===== src/rtl/efe_pkg.sv =====
// ----------------------------------------------------------------------------
// efe_pkg: shared types, constants and functions of the framing encoder
// Holds the code register indexes and reset values, the code set struct,
// the result sequence struct, the CRC-8 byte update and the escape check.
// ----------------------------------------------------------------------------
package efe_pkg;

    // configuration register indexes
    localparam logic [1:0] CFG_START_CODE  = 2'd0;
    localparam logic [1:0] CFG_END_CODE    = 2'd1;
    localparam logic [1:0] CFG_ESCAPE_CODE = 2'd2;

    // code values after reset
    localparam logic [7:0] START_CODE_RST  = 8'd2;
    localparam logic [7:0] END_CODE_RST    = 8'd23;
    localparam logic [7:0] ESCAPE_CODE_RST = 8'd27;

    // CRC-8, MSB first
    localparam logic [7:0] CRC_POLY        = 8'h07;

    // longest burst of line bytes for one payload byte
    localparam int unsigned SEQ_MAX        = 7;

    typedef struct packed {
        logic [7:0] start_code;
        logic [7:0] end_code;
        logic [7:0] escape_code;
    } t_codes;

    // line bytes for one payload byte, entry 0 goes out first
    typedef struct packed {
        logic [SEQ_MAX-1:0][7:0] bytes;
        logic [2:0]              cnt;
        logic                    ends_frame;
    } t_seq;

    // one byte through the CRC register, bit by bit
    function automatic logic [7:0] crc8_update(input logic [7:0] crc, input logic [7:0] b);
        logic [7:0] c;
        c = crc ^ b;
        for (int i = 0; i < 8; i++) begin
            if (c[7]) begin
                c = {c[6:0], 1'b0} ^ CRC_POLY;
            end else begin
                c = {c[6:0], 1'b0};
            end
        end
        return c;
    endfunction

    // byte collides with one of the reserved codes
    function automatic logic needs_escape(input logic [7:0] b, input t_codes codes);
        return (b == codes.escape_code) || (b == codes.start_code) || (b == codes.end_code);
    endfunction

endpackage


===== src/rtl/efe_cfg_regs.sv =====
// ----------------------------------------------------------------------------
// efe_cfg_regs: frame code registers
// Start, end and escape code values, written through the plain write port.
// ----------------------------------------------------------------------------
module efe_cfg_regs import efe_pkg::*; (
    input  logic       i_clk,
    input  logic       i_rst_n,
    input  logic       i_cfg_we,
    input  logic [1:0] i_cfg_idx,
    input  logic [7:0] i_cfg_wdata,
    output t_codes     o_codes
);

    t_codes r_codes;

    // indexes beyond the list are ignored
    always_ff @(posedge i_clk) begin
        if (!i_rst_n) begin
            r_codes.start_code  <= START_CODE_RST;
            r_codes.end_code    <= END_CODE_RST;
            r_codes.escape_code <= ESCAPE_CODE_RST;
        end else if (i_cfg_we) begin
            case (i_cfg_idx)
                CFG_START_CODE:  r_codes.start_code  <= i_cfg_wdata;
                CFG_END_CODE:    r_codes.end_code    <= i_cfg_wdata;
                CFG_ESCAPE_CODE: r_codes.escape_code <= i_cfg_wdata;
                default: begin
                end
            endcase
        end
    end

    assign o_codes = r_codes;

endmodule


===== src/rtl/efe_frame_build.sv =====
// ----------------------------------------------------------------------------
// efe_frame_build: input register, running CRC and line sequence builder
// Holds one payload byte and turns it into its burst of line bytes: start
// codes, escapes, the byte itself, and at frame end the CRC and end code.
// ----------------------------------------------------------------------------
module efe_frame_build import efe_pkg::*; (
    input  logic       i_clk,
    input  logic       i_rst_n,
    input  t_codes     i_codes,
    // payload side
    input  logic       i_in_valid,
    output logic       o_in_ready,
    input  logic [7:0] i_in_byte,
    input  logic       i_in_first,
    input  logic       i_in_last,
    // sequence towards the output stage
    input  logic       i_load_ok,
    output logic       o_load,
    output t_seq       o_seq
);

    logic       r_valid;
    logic [7:0] r_byte;
    logic       r_first;
    logic       r_last;
    logic [7:0] r_crc;
    logic [7:0] n_crc;
    logic       load;
    t_seq       seq;

    assign load       = r_valid && i_load_ok;
    assign o_in_ready = !r_valid || load;

    // input register: refilled as soon as its byte moves on
    always_ff @(posedge i_clk) begin
        if (!i_rst_n) begin
            r_valid <= 1'b0;
        end else if (o_in_ready) begin
            r_valid <= i_in_valid;
        end
    end

    always_ff @(posedge i_clk) begin
        if (o_in_ready && i_in_valid) begin
            r_byte  <= i_in_byte;
            r_first <= i_in_first;
            r_last  <= i_in_last;
        end
    end

    // running CRC, cleared by a first mark
    assign n_crc = crc8_update(r_first ? 8'h00 : r_crc, r_byte);

    always_ff @(posedge i_clk) begin
        if (!i_rst_n) begin
            r_crc <= 8'h00;
        end else if (load) begin
            r_crc <= n_crc;
        end
    end

    // pack the burst of line bytes in transmit order
    always_comb begin
        logic [2:0] pos;
        pos            = 3'd0;
        seq.bytes      = '0;
        seq.ends_frame = r_last;
        if (r_first) begin
            seq.bytes[pos] = i_codes.start_code;
            pos            = pos + 3'd1;
            seq.bytes[pos] = i_codes.start_code;
            pos            = pos + 3'd1;
        end
        if (needs_escape(r_byte, i_codes)) begin
            seq.bytes[pos] = i_codes.escape_code;
            pos            = pos + 3'd1;
        end
        seq.bytes[pos] = r_byte;
        pos            = pos + 3'd1;
        if (r_last) begin
            if (needs_escape(n_crc, i_codes)) begin
                seq.bytes[pos] = i_codes.escape_code;
                pos            = pos + 3'd1;
            end
            seq.bytes[pos] = n_crc;
            pos            = pos + 3'd1;
            seq.bytes[pos] = i_codes.end_code;
            pos            = pos + 3'd1;
        end
        seq.cnt = pos;
    end

    assign o_load = load;
    assign o_seq  = seq;

endmodule


===== src/rtl/efe_byte_out.sv =====
// ----------------------------------------------------------------------------
// efe_byte_out: line byte shifter and output register
// Holds one burst of line bytes and sends it one byte per transfer; the
// next burst is taken in while the final byte of this one leaves.
// ----------------------------------------------------------------------------
module efe_byte_out import efe_pkg::*; (
    input  logic       i_clk,
    input  logic       i_rst_n,
    input  logic       i_load,
    input  t_seq       i_seq,
    output logic       o_load_ok,
    output logic       o_valid,
    input  logic       i_ready,
    output logic [7:0] o_byte,
    output logic       o_run_end,
    output logic       o_frame_end
);

    logic [SEQ_MAX-1:0][7:0] r_bytes;
    logic [2:0]              r_cnt;
    logic                    r_ends_frame;
    logic                    xfer;
    logic                    final_byte;

    assign xfer       = (r_cnt != 3'd0) && i_ready;
    assign final_byte = (r_cnt == 3'd1);
    assign o_load_ok  = (r_cnt == 3'd0) || (final_byte && i_ready);

    // byte count of the current burst
    always_ff @(posedge i_clk) begin
        if (!i_rst_n) begin
            r_cnt <= 3'd0;
        end else if (i_load) begin
            r_cnt <= i_seq.cnt;
        end else if (xfer) begin
            r_cnt <= r_cnt - 3'd1;
        end
    end

    // burst bytes, shifted towards entry 0 on each transfer
    always_ff @(posedge i_clk) begin
        if (i_load) begin
            r_bytes      <= i_seq.bytes;
            r_ends_frame <= i_seq.ends_frame;
        end else if (xfer) begin
            r_bytes <= {8'h00, r_bytes[SEQ_MAX-1:1]};
        end
    end

    assign o_valid     = (r_cnt != 3'd0);
    assign o_byte      = r_bytes[0];
    assign o_run_end   = final_byte;
    assign o_frame_end = final_byte && r_ends_frame;

endmodule


===== src/rtl/escaped_frame_encoder_crc8_core.sv =====
// ----------------------------------------------------------------------------
// escaped_frame_encoder_crc8_core: byte-stuffed frame encoder with CRC-8
// A payload byte passes the input register, then the output byte shifter.
// Up to one line byte per cycle, held while the line side is not ready; a
// payload byte causes 1 to 7 line bytes, sent by the single byte shifter.
// Reset (synchronous, active low): empties both stages, clears the CRC and
// loads the code registers with start 2, end 23, escape 27.
// ----------------------------------------------------------------------------
module escaped_frame_encoder_crc8_core import efe_pkg::*; (
    input  logic       i_clk,
    input  logic       i_rst_n,
    // code register write port
    input  logic       i_cfg_we,
    input  logic [1:0] i_cfg_idx,
    input  logic [7:0] i_cfg_wdata,
    // payload stream
    input  logic       i_s_tvalid,
    output logic       o_s_tready,
    input  logic [7:0] i_s_tdata,   // [7:0] payload_byte
    input  logic       i_s_tuser,   // [0] first_of_frame
    input  logic       i_s_tlast,   // last_of_frame
    // line stream
    output logic       o_m_tvalid,
    input  logic       i_m_tready,
    output logic [7:0] o_m_tdata,   // [7:0] line_byte
    output logic       o_m_tuser,   // [0] frame_end
    output logic       o_m_tlast    // run_end
);

    t_codes codes;
    t_seq   seq;
    logic   load;
    logic   load_ok;

    efe_cfg_regs u_cfg (
        .i_clk       (i_clk),
        .i_rst_n     (i_rst_n),
        .i_cfg_we    (i_cfg_we),
        .i_cfg_idx   (i_cfg_idx),
        .i_cfg_wdata (i_cfg_wdata),
        .o_codes     (codes)
    );

    efe_frame_build u_build (
        .i_clk      (i_clk),
        .i_rst_n    (i_rst_n),
        .i_codes    (codes),
        .i_in_valid (i_s_tvalid),
        .o_in_ready (o_s_tready),
        .i_in_byte  (i_s_tdata),
        .i_in_first (i_s_tuser),
        .i_in_last  (i_s_tlast),
        .i_load_ok  (load_ok),
        .o_load     (load),
        .o_seq      (seq)
    );

    efe_byte_out u_out (
        .i_clk       (i_clk),
        .i_rst_n     (i_rst_n),
        .i_load      (load),
        .i_seq       (seq),
        .o_load_ok   (load_ok),
        .o_valid     (o_m_tvalid),
        .i_ready     (i_m_tready),
        .o_byte      (o_m_tdata),
        .o_run_end   (o_m_tlast),
        .o_frame_end (o_m_tuser)
    );

endmodule

===== config.mk =====
export PLATFORM = sky130hd
export DESIGN_NAME = escaped_frame_encoder_crc8_core
export DESIGN_NICKNAME = d
export VERILOG_FILES = /design/src/rtl/efe_pkg.sv /design/src/rtl/efe_cfg_regs.sv /design/src/rtl/efe_frame_build.sv /design/src/rtl/efe_byte_out.sv /design/src/rtl/escaped_frame_encoder_crc8_core.sv
export SDC_FILE = /design/constraint.sdc
export NUM_CORES = 1
export LEC_CHECK = 0
export BUFFER_PORTS_ARGS = -buffer_cell sky130_fd_sc_hd__buf_2
export CELL_PAD_IN_SITES_DETAIL_PLACEMENT = 1
export CELL_PAD_IN_SITES_GLOBAL_PLACEMENT = 1
export CORE_MARGIN = 2
export CORE_UTILIZATION = 53
export DETAILED_ROUTE_END_ITERATION = 8
export HOLD_SLACK_MARGIN = 0.08
export PLACE_DENSITY = 0.94
export SETUP_SLACK_MARGIN = 0.1
export SYNTH_ARGS = -nofsm -noshare
export SYNTH_HDL_FRONTEND = slang
export SYNTH_SLANG_ARGS = --single-unit

===== constraint.sdc =====
create_clock -name i_clk -period 12.3 [get_ports i_clk]
set_clock_uncertainty 0.05 [all_clocks]
set_input_delay 0.615 -clock i_clk [delete_from_list [all_inputs] [get_ports i_clk]]
set_output_delay 0.615 -clock i_clk [all_outputs]
set_load 0.005 [all_outputs]

==> flow_metrics.tcl <==
set metrics [dict create \
    cts.sinks 103 \
    min_path_type "input pin to flip-flop" \
    synthFlopType "edfxtp_1" \
    hold_depth 1 \
    synth_most_common_cell "nand2_1" \
    period_share 0.5385 \
    cp.required_ps 12390 \
    gp_congestion 1.011 \
    initial_core_util 0.5421 \
    dr.pass1.iters 6 \
    yosysTopAreaCell "edfxtp_1" \
    crit_fanout 24 \
    synth_fp_nets 1009 \
    worstSetupEndpointType "flip-flop" \
    finalWirelength_um 35120 \
    cts-hold-fix-buffers 0 \
    layout_min_cycle_time_ps 6624 \
    irDropWorstVdd_mv 0.1339 \
    antenna_found_initial 0 \
    synth_edf_count 67 \
    dpl.hpwl_um 24010 \
    r2r_end "u_out.r_bytes[33]" \
    netlist_top_cells_area "edfxtp_1 23%, dfxtp_1 8.4%, mux2i_1 6.2%" \
    hold_path_startpoint "i_s_tdata[1]" \
    avgViaCountPerCell 7.234 \
    diodes 0 \
    num_rows 46 \
    wire_per_inst_um 30.12 \
    fin_setup_tns_ps 0 \
    clkLatencyLatePin_ps 370 \
    grt_usage 0.4036 \
    cp-start-kind "flip-flop" \
    cp.arrival_ps 6710 \
    drv_slew 0 \
    die_y_um 131.5 \
    reg2reg_slack_ps 5680 \
    hold_viol_final 0 \
    finalNonFillerCells 1166 \
    synth_cells 974 \
    cts-root-buf "clkbuf_16" \
    htree_num_levels 3 \
    syn_avg_cell_area_um2 8.841 \
    post_cts_resized 0 \
    synth_top_area_share 0.2337 \
    setup_viol 0 \
    postCtsSetupBuffers 0 \
    slew_headroom 0.1662 \
    synth_common_cells "104 x nand2_1, 70 x o21ai_0, 67 x edfxtp_1, 60 x nor2_1, 56 x clkbuf_1" \
    io_pins 37 \
    cap_violations 0 \
    cts.clk_slew.worst_paths_ps 80 \
    dp_cells 1150 \
    synth_cell_types 77 \
    dieArea_um2 17280 \
    coreArea_um2 15890 \
    ys_seq_elements 103 \
    drt_iter0_drc 1553 \
    drc_errors 0 \
    clockBufferDepth 2 \
    rr_startpoint "u_build.r_first" \
    vias 8435 \
    drive_gt1_frac 0.1284 \
    grt_pass1_wl_um 52810 \
    max_freq_mhz 151.0 \
    leakage_nw 3.516 \
    min_to "u_build.r_byte[1]" \
    status "complete, no violations" \
    first_global_vias 8635 \
    worst_pin_slew_ps 1231 \
    rr_worst_depth 15 \
    antenna_left 0 \
    yosys_warnings 0 \
    cts_buffers 9 \
    fin_nets 980 \
    numPortBuffers 36 \
    grt_max_degree 63 \
    critPathLaunch "u_build.r_first" \
    grt_overflow 0 \
    syn-cell-area_um2 8611 \
    async_flop_share 0 \
    rsz0062_at_grt "false" \
    ys_seq_area_frac 0.3173 \
    syn2layout_area_growth_pct 5.638 \
    cts_tree "built" \
    die_x_um 131.5 \
    worstSetupPathType "flip-flop to flip-flop" \
    power.density_nw_per_um2 216.7 \
]
cell families after synthesis:
kind of cell	synth area share
adder cells (fa/ha/maj)	0.01453
multiplexers	0.09067
buffers and inverters	0.05812
flip-flops	0.3173
AO/OA/AOI/OAI	0.2254
AND/OR/NAND/NOR	0.1770
XOR/XNOR	0.1170
final cells by class:
class / count / area, µm²
Clock inverter: 5 / 51.30
Sequential cell: 103 / 2733
Inverter: 19 / 71.32
Clock buffer: 11 / 275.3
Fill cell: 1886 / 6789
Tap cell: 216 / 270.3
Multi-Input combinational cell: 759 / 5388
Timing Repair Buffer: 53 / 307.8
cells in the final DEF, fill, tap and decap left out, types with 4 or more instances in the layout:
cell and instances:
nand2_1 104, o21ai_0 69, edfxtp_1 67, nor2_1 60, mux2i_1 53, xnor2_1 51, a21oi_1 41, buf_2 36
dfxtp_1 36, nor2b_1 35, xor2_1 25, nor3_1 22, inv_1 19, a221oi_1 19, mux2_2 18, a22oi_1 18
buf_4 17, nand3_1 16, o31ai_1 16, and2_1 15, xnor3_1 12, a21boi_0 12, a21o_1 12, clkbuf_16 11
and4_1 10, a31oi_1 10, ha_1 10, o21ai_1 8, a211oi_1 7, a31o_2 7, nand4_1 6, o211ai_1 6
a221o_1 6, nor4_1 5, nand2b_1 5, o221ai_1 5, o41ai_1 5, or2_2 4, o21a_1 4, o211a_1 4
layer usage:
metal  global-route usage  wire [µm]
met5                    0          0
met4               0.2772       2757
met3               0.1300       4241
met2               0.6108      15130
met1               0.4880      12990
sequential cells by signal, indices dropped and copies added, names as in the netlist, 3 cells and up:
signal	count
u_out.r_bytes	48
u_build.r_byte	8
u_cfg.o_codes	24
u_out.o_byte	8
u_out.r_cnt	3
u_build.r_crc	8
power by group:
group	switching, mW	leakage (nW)	internal, mW
logic	0.669	2.41	0.352
registers	0.0880	0.947	0.540
clock network	0.155	0.163	0.168
total	0.911	3.52	1.06
how the worst max path moves through the flow:
stage                              endpoint  slack [ps]  cells after the start
after floorplan           u_out.r_bytes[33]        7360                     18
after global placement    u_out.r_bytes[33]        6270                     15
after detailed placement  u_out.r_bytes[33]        5970                     15
after CTS                 u_out.r_bytes[33]        5900                     15
after global routing      u_out.r_bytes[40]        5270                     14
final                     u_out.r_bytes[33]        5680                     15
per-stage QoR:
| stage | power (mW) | setup slack, ps | hold slack [ps] | utilization | instance area (µm²) |
|---|---|---|---|---|---|
| 5_1_grt | 2.026 | 5275 | 365.6 | 0.5726 | 9096 |
| 3_3_place_gp | 1.541 | 6273 | 410.9 | 0.5521 | 8770 |
| 4_1_cts | 1.913 | 5898 | 363.9 | 0.5726 | 9096 |
| 6_report | 1.971 | 5676 | 366.2 | 0.5726 | 9096 |
| 3_5_place_dp | 1.584 | 5970 | 428.1 | 0.5521 | 8770 |
| 2_1_floorplan | 1.273 | 7360 | 374.4 | - | 8611 |
worst max-delay path: stages, from the launching register on:
cell and delay [ps]:
edfxtp_1 940, inv_1 340, and3_1 310, or3_1 370, mux2i_1 230, o2111ai_1 240, o21ai_2 720, o21ai_0 380
xnor2_1 300, ha_1 290, xor2_1 650, nor2_1 200, a2111oi_4 430, o21ai_1 270, and2_0 400, a21o_1 240
Power figures use the tool's default switching activity.
